<file path="config.mk">
export PLATFORM = sky130hd
export DESIGN_NAME = marker_framed_command_decoder
export DESIGN_NICKNAME = d
export VERILOG_FILES = /design/src/mfcd_pkg.sv /design/src/mfcd_ram.sv /design/src/mfcd_front.sv /design/src/mfcd_queue.sv /design/src/mfcd_back.sv /design/src/marker_framed_command_decoder.sv
export SDC_FILE = /design/constraint.sdc
export NUM_CORES = 1
export LEC_CHECK = 0
export BUFFER_PORTS_ARGS = -buffer_cell sky130_fd_sc_hd__buf_2
export CELL_PAD_IN_SITES_DETAIL_PLACEMENT = 1
export CELL_PAD_IN_SITES_GLOBAL_PLACEMENT = 2
export CORE_MARGIN = 10
export CORE_UTILIZATION = 46
export DETAILED_ROUTE_END_ITERATION = 7
export HOLD_SLACK_MARGIN = 0.02
export MAX_ROUTING_LAYER = met4
export PLACE_DENSITY_LB_ADDON = 0.1
export SLEW_MARGIN = 15
export SYNTH_ARGS = -nofsm -noshare
export SYNTH_HDL_FRONTEND = slang
export SYNTH_SLANG_ARGS = --single-unit
export TNS_END_PERCENT = 5
</file>
<file path="constraint.sdc">
create_clock -name clk -period 7.8 [get_ports clk]
set_input_delay 0.39 -clock clk [delete_from_list [all_inputs] [get_ports clk]]
set_output_delay 0.39 -clock clk [all_outputs]
set_load 0.1 [all_outputs]
</file>
<file path="src/mfcd_pkg.sv">
//------------------------------------------------------------------------------
// mfcd_pkg: shared definitions for the marker framed command decoder
// Frame geometry, command codes, field offsets and the structs that pass
// between the front end, the job queue and the decode sequencer.
//------------------------------------------------------------------------------
package mfcd_pkg;

	// Frame geometry.
	localparam int FRAME_BYTES = 64;
	localparam int NAME_BYTES  = 32;
	localparam int FILL_W      = $clog2(FRAME_BYTES + 1);
	localparam int IDX_W       = $clog2(FRAME_BYTES);
	localparam int MEM_DEPTH   = 2 * FRAME_BYTES;
	localparam int ADDR_W      = $clog2(MEM_DEPTH);
	localparam int NIDX_W      = $clog2(NAME_BYTES);
	localparam int OFF_W       = 6;
	localparam int FCNT_W      = 4;

	// Marker bytes.
	localparam logic [7:0] MARK_FF = 8'hFF;
	localparam logic [7:0] MARK_AA = 8'hAA;

	// Command characters found at the command offset.
	localparam logic [7:0] CODE_ADD      = 8'h41;
	localparam logic [7:0] CODE_REMOVE   = 8'h44;
	localparam logic [7:0] CODE_SYNC     = 8'h53;
	localparam logic [7:0] CODE_FINISHED = 8'h46;
	localparam logic [7:0] CODE_REQUEST  = 8'h52;
	localparam logic [7:0] CODE_UPDATE   = 8'h55;

	// Field offsets, counted from the first byte of the start marker.
	localparam int CMD_OFFSET        = 2;
	localparam int ADD_ID_TOP        = 38;
	localparam int REMOVE_ID_FIRST   = 3;
	localparam int UPDATE_UID_FIRST  = 3;
	localparam int UPDATE_ID_TOP     = 43;
	localparam int ADD_NAME_FIRST    = 3;
	localparam int UPDATE_NAME_FIRST = 8;
	localparam int ID_BYTES          = 4;
	localparam int UID_BYTES         = 5;

	// Decoded command.
	typedef enum logic [2:0] {
		CMD_ADD      = 3'd0,
		CMD_REMOVE   = 3'd1,
		CMD_SYNC     = 3'd2,
		CMD_FINISHED = 3'd3,
		CMD_REQUEST  = 3'd4,
		CMD_UPDATE   = 3'd5,
		CMD_INVALID  = 3'd6
	} cmd_t;

	// Decode sequencer states.
	typedef enum logic [2:0] {
		B_IDLE,
		B_CMD_RD,
		B_CMD_USE,
		B_FLD_RD,
		B_FLD_USE,
		B_NAME_RD,
		B_NAME_USE,
		B_EMIT
	} back_state_t;

	// One closed frame waiting for decode: its buffer bank and length.
	typedef struct packed {
		logic              bank;
		logic [FILL_W-1:0] len;
	} job_t;

	// Queue write side.
	typedef struct packed {
		logic push;
		job_t job;
	} q_wr_t;

	// Queue read side.
	typedef struct packed {
		logic avail;
		job_t job;
	} q_rd_t;

	// Frame buffer write port.
	typedef struct packed {
		logic              we;
		logic [ADDR_W-1:0] addr;
		logic [7:0]        data;
	} mem_wr_t;

	// Maps the command character to a command.
	function automatic cmd_t decode_code(input logic [7:0] code);
		cmd_t c;
		unique case (code)
			CODE_ADD:      c = CMD_ADD;
			CODE_REMOVE:   c = CMD_REMOVE;
			CODE_SYNC:     c = CMD_SYNC;
			CODE_FINISHED: c = CMD_FINISHED;
			CODE_REQUEST:  c = CMD_REQUEST;
			CODE_UPDATE:   c = CMD_UPDATE;
			default:       c = CMD_INVALID;
		endcase
		return c;
	endfunction

	// Number of id and uid bytes fetched for a command.
	function automatic logic [FCNT_W-1:0] field_count(input cmd_t c);
		logic [FCNT_W-1:0] n;
		unique case (c)
			CMD_ADD:    n = FCNT_W'(ID_BYTES);
			CMD_REMOVE: n = FCNT_W'(ID_BYTES);
			CMD_UPDATE: n = FCNT_W'(ID_BYTES + UID_BYTES);
			default:    n = '0;
		endcase
		return n;
	endfunction

	// Frame offset of the n-th fetched field byte, in shift-in order.
	function automatic logic [OFF_W-1:0] field_offset(input cmd_t c,
		input logic [FCNT_W-1:0] n);
		logic [OFF_W-1:0] off;
		unique case (c)
			CMD_ADD:    off = OFF_W'(ADD_ID_TOP) - OFF_W'(n);
			CMD_REMOVE: off = OFF_W'(REMOVE_ID_FIRST) + OFF_W'(n);
			CMD_UPDATE: begin
				if (n < FCNT_W'(UID_BYTES))
					off = OFF_W'(UPDATE_UID_FIRST) + OFF_W'(n);
				else
					off = OFF_W'(UPDATE_ID_TOP + UID_BYTES) - OFF_W'(n);
			end
			default:    off = OFF_W'(CMD_OFFSET);
		endcase
		return off;
	endfunction

	// True for commands that produce a run of name bytes.
	function automatic logic has_name(input cmd_t c);
		return (c == CMD_ADD) || (c == CMD_UPDATE);
	endfunction

	// Frame offset of the first name byte.
	function automatic logic [OFF_W-1:0] name_base(input cmd_t c);
		return (c == CMD_UPDATE) ? OFF_W'(UPDATE_NAME_FIRST) : OFF_W'(ADD_NAME_FIRST);
	endfunction

endpackage

</file>
<file path="src/mfcd_ram.sv">
//------------------------------------------------------------------------------
// mfcd_ram: generic single write, single read RAM
// One write port and one read port with registered read data.
//------------------------------------------------------------------------------
module mfcd_ram #(
	parameter int WIDTH = 8,
	parameter int DEPTH = 128
) (
	input  logic                     clk,
	input  logic                     we,
	input  logic [$clog2(DEPTH)-1:0] waddr,
	input  logic [WIDTH-1:0]         wdata,
	input  logic [$clog2(DEPTH)-1:0] raddr,
	output logic [WIDTH-1:0]         rdata
);

	logic [WIDTH-1:0] mem_q [DEPTH];

	// Storage write and registered read.
	always_ff @(posedge clk) begin
		if (we)
			mem_q[waddr] <= wdata;
		rdata <= mem_q[raddr];
	end

endmodule

</file>
<file path="src/mfcd_front.sv">
//------------------------------------------------------------------------------
// mfcd_front: marker hunt and frame capture
// Hunts for the start marker, writes frame bytes into the current buffer bank
// and posts a decode job when the end marker closes the frame.
//------------------------------------------------------------------------------
module mfcd_front (
	input  logic                   clk,
	input  logic                   arst_n,
	input  logic                   rx_valid,
	output logic                   rx_stall,
	input  logic [7:0]             rx_byte,
	input  logic                   q_full,
	output mfcd_pkg::q_wr_t        q_wr,
	output mfcd_pkg::mem_wr_t      mem_wr
);

	logic                          hunt_q;
	logic [7:0]                    prev_q;
	logic [mfcd_pkg::FILL_W-1:0]   fill_q;
	logic                          bank_q;
	logic                          accept;
	logic                          start_seen;
	logic                          end_seen;
	logic                          overflow;
	logic [mfcd_pkg::FILL_W-1:0]   fill_inc;
	logic [mfcd_pkg::ADDR_W-1:0]   bank_base;

	// Both banks hold frames awaiting decode: hold the stream.
	assign rx_stall = q_full;
	assign accept   = rx_valid && !rx_stall;

	assign start_seen = (prev_q == mfcd_pkg::MARK_FF) && (rx_byte == mfcd_pkg::MARK_AA);
	assign end_seen   = (prev_q == mfcd_pkg::MARK_AA) && (rx_byte == mfcd_pkg::MARK_FF);
	assign overflow   = fill_q >= mfcd_pkg::FILL_W'(mfcd_pkg::FRAME_BYTES);
	assign fill_inc   = fill_q + mfcd_pkg::FILL_W'(1);
	assign bank_base  = bank_q ? mfcd_pkg::ADDR_W'(mfcd_pkg::FRAME_BYTES) : '0;

	// Frame byte write into the current bank.
	always_comb begin
		mem_wr.we   = accept && !hunt_q && !overflow;
		mem_wr.addr = bank_base + mfcd_pkg::ADDR_W'(fill_q[mfcd_pkg::IDX_W-1:0]);
		mem_wr.data = rx_byte;
	end

	// Job posted when the end marker closes the frame.
	always_comb begin
		q_wr.push     = mem_wr.we && end_seen;
		q_wr.job.bank = bank_q;
		q_wr.job.len  = fill_inc;
	end

	// Hunt, fill and bank control.
	always_ff @(posedge clk or negedge arst_n) begin
		if (!arst_n) begin
			hunt_q <= 1'b1;
			prev_q <= '0;
			fill_q <= '0;
			bank_q <= 1'b0;
		end else if (accept) begin
			prev_q <= rx_byte;
			if (hunt_q) begin
				if (start_seen) begin
					hunt_q <= 1'b0;
					fill_q <= mfcd_pkg::FILL_W'(2);
				end
			end else if (overflow) begin
				hunt_q <= 1'b1;
				fill_q <= '0;
			end else if (end_seen) begin
				hunt_q <= 1'b1;
				fill_q <= '0;
				bank_q <= !bank_q;
			end else begin
				fill_q <= fill_inc;
			end
		end
	end

endmodule

</file>
<file path="src/mfcd_queue.sv">
//------------------------------------------------------------------------------
// mfcd_queue: two-entry decode job queue
// Holds closed frames between capture and decode; the head stays until the
// sequencer has delivered the frame's last result.
//------------------------------------------------------------------------------
module mfcd_queue (
	input  logic                clk,
	input  logic                arst_n,
	input  mfcd_pkg::q_wr_t     q_wr,
	input  logic                pop,
	output mfcd_pkg::q_rd_t     q_rd,
	output logic                full
);

	mfcd_pkg::job_t entry_q [2];
	logic           wptr_q;
	logic           rptr_q;
	logic [1:0]     count_q;

	assign full       = count_q == 2'd2;
	assign q_rd.avail = count_q != 2'd0;
	assign q_rd.job   = entry_q[rptr_q];

	// Entry storage.
	always_ff @(posedge clk) begin
		if (q_wr.push)
			entry_q[wptr_q] <= q_wr.job;
	end

	// Pointers and occupancy.
	always_ff @(posedge clk or negedge arst_n) begin
		if (!arst_n) begin
			wptr_q  <= 1'b0;
			rptr_q  <= 1'b0;
			count_q <= '0;
		end else begin
			if (q_wr.push)
				wptr_q <= !wptr_q;
			if (pop)
				rptr_q <= !rptr_q;
			if (q_wr.push && !pop)
				count_q <= count_q + 2'd1;
			else if (pop && !q_wr.push)
				count_q <= count_q - 2'd1;
		end
	end

endmodule

</file>
<file path="src/mfcd_back.sv">
//------------------------------------------------------------------------------
// mfcd_back: frame decode sequencer
// Reads the queued frame from its buffer bank one byte at a time, gathers the
// command, id and uid, then streams the result transactions.
//------------------------------------------------------------------------------
module mfcd_back (
	input  logic                          clk,
	input  logic                          arst_n,
	input  mfcd_pkg::q_rd_t               q_rd,
	output logic                          pop,
	output logic [mfcd_pkg::ADDR_W-1:0]   raddr,
	input  logic [7:0]                    rdata,
	output logic                          res_valid,
	input  logic                          res_stall,
	output logic [2:0]                    command,
	output logic [31:0]                   card_id,
	output logic [39:0]                   card_uid,
	output logic [7:0]                    name_byte,
	output logic [4:0]                    name_index,
	output logic                          last
);

	mfcd_pkg::back_state_t           state_q;
	mfcd_pkg::back_state_t           state_d;
	mfcd_pkg::cmd_t                  cmd_q;
	mfcd_pkg::cmd_t                  cmd_code;
	logic [31:0]                     id_q;
	logic [39:0]                     uid_q;
	logic [mfcd_pkg::FCNT_W-1:0]     fcnt_q;
	logic [mfcd_pkg::FCNT_W-1:0]     fcnt_inc;
	logic [mfcd_pkg::NIDX_W-1:0]     nidx_q;
	logic                            ended_q;
	logic [mfcd_pkg::OFF_W-1:0]      off;
	logic [7:0]                      byte_v;
	logic [7:0]                      nb;
	logic                            slot_free;
	logic                            load_out;
	logic                            last_d;
	logic                            res_valid_q;

	assign slot_free = !res_valid_q || !res_stall;
	assign cmd_code  = mfcd_pkg::decode_code(byte_v);
	assign fcnt_inc  = fcnt_q + mfcd_pkg::FCNT_W'(1);
	assign nb        = ended_q ? 8'h00 : byte_v;
	assign last_d    = (state_q == mfcd_pkg::B_EMIT) ||
		(nidx_q == mfcd_pkg::NIDX_W'(mfcd_pkg::NAME_BYTES - 1));

	// Frame offset being read; it is held through the cycle that uses the data.
	always_comb begin
		unique case (state_q)
			mfcd_pkg::B_FLD_RD, mfcd_pkg::B_FLD_USE:
				off = mfcd_pkg::field_offset(cmd_q, fcnt_q);
			mfcd_pkg::B_NAME_RD, mfcd_pkg::B_NAME_USE:
				off = mfcd_pkg::name_base(cmd_q) + mfcd_pkg::OFF_W'(nidx_q);
			default:
				off = mfcd_pkg::OFF_W'(mfcd_pkg::CMD_OFFSET);
		endcase
	end

	// Buffer address within the job's bank; bytes past the frame end read as zero.
	assign raddr  = (q_rd.job.bank ? mfcd_pkg::ADDR_W'(mfcd_pkg::FRAME_BYTES) : '0) +
		mfcd_pkg::ADDR_W'(off);
	assign byte_v = (mfcd_pkg::FILL_W'(off) < q_rd.job.len) ? rdata : 8'h00;

	// Next state, output load and job release.
	always_comb begin
		state_d  = state_q;
		load_out = 1'b0;
		pop      = 1'b0;
		unique case (state_q)
			mfcd_pkg::B_IDLE: begin
				if (q_rd.avail)
					state_d = mfcd_pkg::B_CMD_RD;
			end
			mfcd_pkg::B_CMD_RD:  state_d = mfcd_pkg::B_CMD_USE;
			mfcd_pkg::B_CMD_USE: begin
				if (mfcd_pkg::field_count(cmd_code) != '0)
					state_d = mfcd_pkg::B_FLD_RD;
				else
					state_d = mfcd_pkg::B_EMIT;
			end
			mfcd_pkg::B_FLD_RD:  state_d = mfcd_pkg::B_FLD_USE;
			mfcd_pkg::B_FLD_USE: begin
				if (fcnt_inc != mfcd_pkg::field_count(cmd_q))
					state_d = mfcd_pkg::B_FLD_RD;
				else if (mfcd_pkg::has_name(cmd_q))
					state_d = mfcd_pkg::B_NAME_RD;
				else
					state_d = mfcd_pkg::B_EMIT;
			end
			mfcd_pkg::B_NAME_RD: state_d = mfcd_pkg::B_NAME_USE;
			mfcd_pkg::B_NAME_USE: begin
				if (slot_free) begin
					load_out = 1'b1;
					if (last_d) begin
						pop     = 1'b1;
						state_d = mfcd_pkg::B_IDLE;
					end else begin
						state_d = mfcd_pkg::B_NAME_RD;
					end
				end
			end
			mfcd_pkg::B_EMIT: begin
				if (slot_free) begin
					load_out = 1'b1;
					pop      = 1'b1;
					state_d  = mfcd_pkg::B_IDLE;
				end
			end
			default: state_d = mfcd_pkg::B_IDLE;
		endcase
	end

	// State register.
	always_ff @(posedge clk or negedge arst_n) begin
		if (!arst_n)
			state_q <= mfcd_pkg::B_IDLE;
		else
			state_q <= state_d;
	end

	// Field gathering and counters.
	always_ff @(posedge clk or negedge arst_n) begin
		if (!arst_n) begin
			cmd_q   <= mfcd_pkg::CMD_INVALID;
			id_q    <= '0;
			uid_q   <= '0;
			fcnt_q  <= '0;
			nidx_q  <= '0;
			ended_q <= 1'b0;
		end else begin
			unique case (state_q)
				mfcd_pkg::B_IDLE: begin
					id_q    <= '0;
					uid_q   <= '0;
					fcnt_q  <= '0;
					nidx_q  <= '0;
					ended_q <= 1'b0;
				end
				mfcd_pkg::B_CMD_USE: cmd_q <= cmd_code;
				mfcd_pkg::B_FLD_USE: begin
					if ((cmd_q == mfcd_pkg::CMD_UPDATE) &&
						(fcnt_q < mfcd_pkg::FCNT_W'(mfcd_pkg::UID_BYTES)))
						uid_q <= {uid_q[31:0], byte_v};
					else
						id_q <= {id_q[23:0], byte_v};
					fcnt_q <= fcnt_inc;
				end
				mfcd_pkg::B_NAME_USE: begin
					if (load_out) begin
						ended_q <= ended_q || (nb == 8'h00);
						nidx_q  <= nidx_q + mfcd_pkg::NIDX_W'(1);
					end
				end
				default: ;
			endcase
		end
	end

	// Output register: valid flag.
	always_ff @(posedge clk or negedge arst_n) begin
		if (!arst_n)
			res_valid_q <= 1'b0;
		else if (load_out)
			res_valid_q <= 1'b1;
		else if (!res_stall)
			res_valid_q <= 1'b0;
	end

	// Output register: payload.
	always_ff @(posedge clk) begin
		if (load_out) begin
			command  <= cmd_q;
			card_id  <= id_q;
			last     <= last_d;
			if (state_q == mfcd_pkg::B_NAME_USE) begin
				card_uid   <= uid_q;
				name_byte  <= nb;
				name_index <= nidx_q;
			end else begin
				card_uid   <= '0;
				name_byte  <= '0;
				name_index <= '0;
			end
		end
	end

	assign res_valid = res_valid_q;

`ifndef SYNTHESIS
	// A job is released only together with its final result.
	a_pop_with_last: assert property (@(posedge clk) disable iff (!arst_n)
		pop |-> (load_out && last_d))
		else $error("job released without its final result");

	// A job is released only while one is queued.
	a_pop_needs_job: assert property (@(posedge clk) disable iff (!arst_n)
		pop |-> q_rd.avail)
		else $error("job released from an empty queue");

	// Name runs belong to add and update only.
	a_name_cmd: assert property (@(posedge clk) disable iff (!arst_n)
		(state_q == mfcd_pkg::B_NAME_USE) |-> mfcd_pkg::has_name(cmd_q))
		else $error("name run for a command without a name");

	// Single results belong to commands without a name.
	a_emit_cmd: assert property (@(posedge clk) disable iff (!arst_n)
		(state_q == mfcd_pkg::B_EMIT) |-> !mfcd_pkg::has_name(cmd_q))
		else $error("single result for a command with a name");
`endif

endmodule

</file>
<file path="src/marker_framed_command_decoder.sv">
//------------------------------------------------------------------------------
// marker_framed_command_decoder: framed serial command decoder
// Captures FF AA ... AA FF frames from a byte stream and decodes them.
//------------------------------------------------------------------------------
// The block takes one received byte per cycle while rx_stall is low and buffers
// each frame in one of two banks of a 128-byte RAM; when the end marker arrives
// the frame is queued and a sequencer decodes it while the next frame is
// captured. Decode reads the buffer through its single registered read port,
// with a read state and a use state per byte: the command byte, then for remove
// the id bytes, and for add and update the id or uid bytes and then each name
// byte. Stalled results hold decode. rx_stall rises only while two closed frames
// await decode. The buffer needs no clearing after reset.
module marker_framed_command_decoder (
	input  logic        clk,
	input  logic        arst_n,
	input  logic        rx_valid,
	output logic        rx_stall,
	input  logic [7:0]  rx_byte,
	output logic        res_valid,
	input  logic        res_stall,
	output logic [2:0]  command,
	output logic [31:0] card_id,
	output logic [39:0] card_uid,
	output logic [7:0]  name_byte,
	output logic [4:0]  name_index,
	output logic        last
);

	mfcd_pkg::q_wr_t             q_wr;
	mfcd_pkg::q_rd_t             q_rd;
	mfcd_pkg::mem_wr_t           mem_wr;
	logic                        q_full;
	logic                        pop;
	logic [mfcd_pkg::ADDR_W-1:0] raddr;
	logic [7:0]                  rdata;

	// Capture side.
	mfcd_front u_front (
		.clk      (clk),
		.arst_n   (arst_n),
		.rx_valid (rx_valid),
		.rx_stall (rx_stall),
		.rx_byte  (rx_byte),
		.q_full   (q_full),
		.q_wr     (q_wr),
		.mem_wr   (mem_wr)
	);

	// Frame buffer, two banks.
	mfcd_ram #(
		.WIDTH (8),
		.DEPTH (mfcd_pkg::MEM_DEPTH)
	) u_ram (
		.clk   (clk),
		.we    (mem_wr.we),
		.waddr (mem_wr.addr),
		.wdata (mem_wr.data),
		.raddr (raddr),
		.rdata (rdata)
	);

	// Job queue between capture and decode.
	mfcd_queue u_queue (
		.clk    (clk),
		.arst_n (arst_n),
		.q_wr   (q_wr),
		.pop    (pop),
		.q_rd   (q_rd),
		.full   (q_full)
	);

	// Decode side.
	mfcd_back u_back (
		.clk        (clk),
		.arst_n     (arst_n),
		.q_rd       (q_rd),
		.pop        (pop),
		.raddr      (raddr),
		.rdata      (rdata),
		.res_valid  (res_valid),
		.res_stall  (res_stall),
		.command    (command),
		.card_id    (card_id),
		.card_uid   (card_uid),
		.name_byte  (name_byte),
		.name_index (name_index),
		.last       (last)
	);

endmodule
</file>
Word level (Yosys, flattened, before mapping) --
Memories as Yosys holds them, arrays and structs flattened. A register that Yosys moved wholly into a read port is not among the register bits. Cells that the tools add are included.
Storage, ports and cells: bits in writable memories 1040, memories 2, word-level logic and storage cells 165, bits of input ports 12, output and inout port bits 91, bits in registers 199
Operators by class: $add $sub $neg 11, eq/ne operators 32, reduce and logical (&&, ||, !) cells 43, bitwise gates (word level) 2, magnitude comparators 3, mux-type cells 51
Memories:
- u_ram.mem_q | words 128, bits a word 8, read ports 1, clocked after Yosys merged registers in 1, write ports 1, line mfcd_ram.sv:17 | logic [WIDTH-1:0] mem_q [DEPTH];
- u_queue.entry_q | words 2, bits a word 8, read ports 1, clocked after Yosys merged registers in 0, write ports 1, line mfcd_queue.sv:15 | mfcd_pkg::job_t entry_q [2];
Operators by type and width (number):
- $pmux 40 s2 | 1
- $pmux 32 s2 | 1
- $eq 8x7->1 const B | 6
- $mux 7 | 6
- $mux 40 | 1
- $eq 8x8->1 const B | 4
- $mux 32 | 1
- $pmux 3 s8 | 1
- $pmux 4 s2 | 3
- $eq 3x3->1 const B | 6
- $mux 3 | 6
- $pmux 3 s6 | 1
- $pmux 6 s3 | 1
- $mux 8 | 2
- $mux 1 | 15
- $add 7x6->7 | 2
- $mux 4 | 3
- $pmux 6 s2 | 1
- $logic_not 1->1 | 10
- $ne 2x1->1 const B | 5
- $pmux 5 s2 | 1
- $reduce_or 2->1 | 5
- $eq 3x1->1 const B | 3
- $logic_and 1x1->1 | 9
- 30 further kinds | 48

Depth between registers and ports, before layout --
depth after elaboration 15, mapped depth 20, gate-level depth less buffers 15

Modules after synthesis --
A second synthesis with hierarchy kept.
Second synthesis, totals: cells, all modules 2436, area total of the unflattened synthesis 48963.2 µm²
Modules (own cells, without submodules):
- mfcd_ram | times used 1, cells each 1635, area an instance 39665.5 µm²
- mfcd_back | times used 1, cells each 650, area an instance 7508.5 µm²
- mfcd_front | times used 1, cells each 110, area an instance 1016.0 µm²
- mfcd_queue | times used 1, cells each 41, area an instance 773.2 µm²

Worst setup path after synthesis --
Ideal clock, no wire load.
path type flip-flop to flip-flop, start reg u_back.res_valid_q, in the netlist u_back.res_valid, end reg u_queue.count_q[1], arrival time 6605 ps, path slack 1116 ps, stages on the path, launching flop included 7, library setup time 79 ps, data required time 7721 ps, cell sequence dfrtp_1 a21oi_1 nand2_1 ha_1 xor2_1 nor2_1 xor2_1
Between the ends: word-level cells in the longest chain between the ends 7, elaborated cells on any way between the ends 10, those cells by class mux (4); reduce/logical (6)
Ends and longest elaborated chain:
- start: declaration | line mfcd_back.sv:39 | logic res_valid_q;
- start signal: assignment | line mfcd_back.sv:163 | res_valid_q <= 1'b0;
- start signal: assignment | line mfcd_back.sv:165 | res_valid_q <= 1'b1;
- start signal: assignment | line mfcd_back.sv:167 | res_valid_q <= 1'b0;
- $logic_not 1->1 (*) | line mfcd_back.sv:41 | assign slot_free = !res_valid_q || !res_stall;
- $logic_or 1x1->1 (*) | line mfcd_back.sv:41
- $mux 1, on equally long branches | line mfcd_back.sv:104, mfcd_back.sv:93
- $pmux 1 s2 (*) | line mfcd_back.sv:70 | unique case (state_q)
- $logic_not 1->1 | line mfcd_queue.sv:41 | if (q_wr.push && !pop)
- $logic_and 1x1->1 | line mfcd_queue.sv:41
- $mux 2 or $reduce_bool 2->1 (tied branches)
- end signal: assignment | line mfcd_queue.sv:42 | count_q <= count_q + 2'd1;
- end signal: assignment | line mfcd_queue.sv:44 | count_q <= count_q - 2'd1;
- end: declaration | line mfcd_queue.sv:18 | logic [1:0] count_q;
Mark *: on every way between the ends. The rest lies on a longest branch, timed or not. A chain may end at the register's enable or synchronous reset.

Final worst setup path --
start reg u_back.cmd_q[0], end reg u_ram.rdata[6] (read register of u_ram.mem_q)
Between the ends: word-level cells in the longest chain between the ends 5, elaborated cells on any way between the ends 8, those cells by class add/sub (2); eq/ne (2); mux (3); reduce/logical (1)
Ends and longest elaborated chain:
- start: declaration | line mfcd_back.sv:25 | mfcd_pkg::cmd_t cmd_q;
- start signal: assignment | line mfcd_back.sv:125 | cmd_q <= mfcd_pkg::CMD_INVALID;
- start signal: assignment | line mfcd_back.sv:140 | mfcd_pkg::B_CMD_USE: cmd_q <= cmd_code;
- $eq 3x3->1 | line mfcd_pkg.sv:121, mfcd_pkg.sv:142
- $mux 4 | line mfcd_pkg.sv:142 | return (c == CMD_UPDATE) ? OFF_W'(UPDATE_NAME_FIRST) : OFF_W'(ADD_NAME_FIRST);
- $add 6x5->6 | line mfcd_back.sv:54 | off = mfcd_pkg::name_base(cmd_q) + mfcd_pkg::OFF_W'(nidx_q);
- $pmux 6 s2 (*) | line mfcd_back.sv:50 | unique case (state_q)
- $add 7x6->7 (*) | line mfcd_back.sv:61 | assign raddr = (q_rd.job.bank ? mfcd_pkg::ADDR_W'(mfcd_pkg::FRAME_BYTES) : '0) +
- end: declaration | line mfcd_ram.sv:14 | output logic [WIDTH-1:0] rdata
Marked as above.

==> flow_summary.ini <==
[yosys]
yosys_warnings = 0
synth-main-ff-cell = edfxtp_1
synth_top_area_frac = 0.675
syn_avg_cell_area_um2 = 15.2
syn_inst = 2859
synth-async-reset-ratio = 0.100
synth_cell_types = 78
ys_ff_latch = 1095
ys_top_cells_by_area = edfxtp_1 (67%), dfrtp_1 (6.2%), nand2_1 (3.2%), mux4_2 (3.1%), mux2i_1 (2.3%)
ys_seq_area_frac = 0.742
synth_nets = 2887
synth_edf_count = 977
yosysTopAreaCell = edfxtp_1
syn_area_mm2 = 0.0435

[drt]
ant_nets = 0
vias = 26300
routedWlPerCell_um = 29.9
wl_mm = 129
drt_iter0_markers = 2683
vias_per_cell = 6.09
dr.pass1.iters = 7
drc = 0

[sta]
fmax_mhz = 165
setup-tns-final_ns = 0
post-route-period-util = 0.778
tightest_slew_ns = 1.21
hold_viol_final = 0
rsz0062_at_grt = false
setup_viol = 0
skew_ns = 0.0271
min_period_ns = 6.07
slew_headroom = 0.193
slew_viol_final = 0

[placement]
gp_congestion = 0.847
port_buffers = 102
hpwl_mm = 81.3
postPlaceCellArea_mm2 = 0.0455

[critical_path]
critPathCaptureType = flip-flop
crit_type = flip-flop to flip-flop
regToRegEndpoint = u_ram.rdata[6]
critPathBufInv = 4
reg2reg_depth = 15
critPathRequiredTime_ns = 8.36
cp_slowest_cell = clkinv_2
cp_max_fo = 42
r2r_slack_ns = 1.73
endpoint = u_ram.rdata[6]
worstSetupPathDepth = 15
crit_chain = nand2_1, or2_2, ha_1, inv_1, fa_1, nand2_1, o21ai_4, buf_4, clkinv_2, buf_4, mux4_2, a22oi_1, nand3_1, or4_1, or4_1
critPathArrivalTime_ns = 6.63
start_kind = flip-flop
path_delay_family = simple AND/OR/NAND/NOR gates
r2r_start = u_back.cmd_q[0]
critPathLaunch = u_back.cmd_q[0]
slowest_delay_ns = 0.80

[final_layout]
final_cell_area_mm2 = 0.0493
layout_commonest_cell = edfxtp_1
layout_common_cells = edfxtp_1 (977), nand2_1 (369), nor2_1 (153)
drive_gt1_frac = 0.146
syn2layout_area_growth_pct = 13.3
nets = 2996

[clock_tree]
cts_max_level = 3
insertion_delay_ns = 0.69
tritoncts = done
cts_resized = 0
cts_buffers = 114
cts_root_buffer = clkbuf_16
cts.clk_slew.worst_paths_ns = 0.07
cts_num_sinks = 1095
cts_max_path_buffers = 3

[floorplanning]
pin_count = 103
start_util = 0.464
core_mm2 = 0.0936
die_w_um = 327
die_area_mm2 = 0.107
core.rowCount = 112
die_h_um = 327

[global_routing]
grt_pass1_vias = 26800
track_usage = 0.244
grt_overflow_total = 0
antenna_found_initial = 7
grt_pass1_wl_mm = 189
grt_max_degree = 152

[power_and_ir_drop]
p_leak_nw = 17.3
p_per_area_mw_per_mm2 = 385
p_int_mw = 11.7
switching_share = 0.381
combinationalPowerShare = 0.335
power.net_switching_mw = 7.22
clkPwrFrac = 0.288
finalPower_mw = 19.0
power.ir.vdd_worst_mv = 0.385
seq_power_share = 0.377

[worst_hold_path]
hold_class = primary input to flip-flop

[job]
maxCapViolCount = 0

[status]
outcome = complete, no violations
## worst min-delay path: stages
cell,delay [ns]
buf_2,0.14
a31oi_1,0.10
a21oi_1,0.13
## what timing repair did
item | 4_1_cts | 5_1_grt
endpoints found under the hold margin | 49 | 0
setup buffers | 0 | 0
hold buffers | 2 | 0
## how the worst min path moves through the flow
stage | start | endpoint | slack (ns) | cells past startpoint
finish | res_stall | u_back.state_q[1] | 0.15 | 3
global route | rx_byte[7] | u_ram.mem_q[95][7] | 0.14 | 1
CTS | res_stall | u_back.state_q[1] | 0.10 | 3
detailed placement | u_back.id_q[26] | u_back.card_id[26] | 0.44 | 0
global placement | u_back.id_q[25] | u_back.card_id[25] | 0.44 | 0
floorplan | arst_n | u_back.cmd_q[0] | 0.09 | 0
## synth_stat cells (7+ instances only)
cell,number
a211oi_1,18
a21o_1,7
a21oi_1,69
a22o_1,78
a22oi_1,22
a311oi_1,14
a31oi_1,19
a32oi_1,52
and2_1,15
and3_1,76
buf_1,13
buf_2,25
clkbuf_1,120
dfrtp_1,107
dfxtp_1,8
edfxtp_1,977
ha_1,15
inv_1,17
mux2_2,13
mux2i_1,102
mux4_2,59
nand2_1,371
nand2b_1,12
nand3_1,150
nand4_1,53
nor2_1,156
nor2b_1,10
nor3_1,28
nor4_1,8
o21ai_0,71
o22ai_1,31
o31ai_1,8
or4_1,13
xnor2_1,14
## layout make-up
class                           instances  area [um2]
Antenna cell                            3        7.51
Clock buffer                          157        3240
Clock inverter                         55         542
Fill cell                            8828       44300
Inverter                               20        76.3
Multi-Input combinational cell       1570       10500
Sequential cell                      1095       32300
Tap cell                             1254        1570
Timing Repair Buffer                  167        1060
## layer usage
| layer | GRT usage | routed length [um] | vias up |
|---|---|---|---|
| met2 | 0.393 | 62900 | 936 |
| li1 | - | - | 11300 |
| met5 | - | 0 | - |
| met3 | 0.0396 | 8730 | 187 |
| met4 | 0.0778 | 3940 | 0 |
| met1 | 0.316 | 53700 | 13900 |
## power groups by stage
stage               Clock, mW  Combinational [mW]  Sequential [mW]
floorplan                   0                3.39             8.38
global route             5.78                6.76             7.20
global placement            0                6.26             7.25
finish                   5.46                6.36             7.16
detailed placement          0                6.36             7.28
CTS                      5.55                6.39             7.16
## cells by family after synthesis
| logic type | synth area share |
|---|---|
| flops | 0.742 |
| simple gates | 0.0992 |
| compound gates | 0.0707 |
| buf+inv | 0.0199 |
| mux | 0.0592 |
| xor+xnor | 0.00403 |
| fa+ha+maj | 0.00501 |
## flip-flops by register name, summed over array words and instances (netlist names), 5 cells and up
signal             cells
u_back.name_byte       8
u_back.card_uid       40
u_back.card_id        32
u_back.name_index      5
u_back.id_q           32
u_back.uid_q          40
u_front.prev_q         8
u_ram.mem_q          872
u_queue.entry_q       16
u_back.nidx_q          5
u_front.fill_q         7
u_ram.rdata            8
## stage by stage
step | instances | utilization | setup WS, ns | hold slack [ns]
floorplan | 2859 | - | 1.12 | 0.0944
global placement | 4104 | 0.486 | 1.90 | 0.437
detailed placement | 4104 | 0.486 | 1.81 | 0.441
CTS | 4318 | 0.526 | 1.79 | 0.104
global route | 4321 | 0.526 | 1.46 | 0.143
finish | 4321 | 0.526 | 1.73 | 0.145
(Power assumes the default switching activity.)
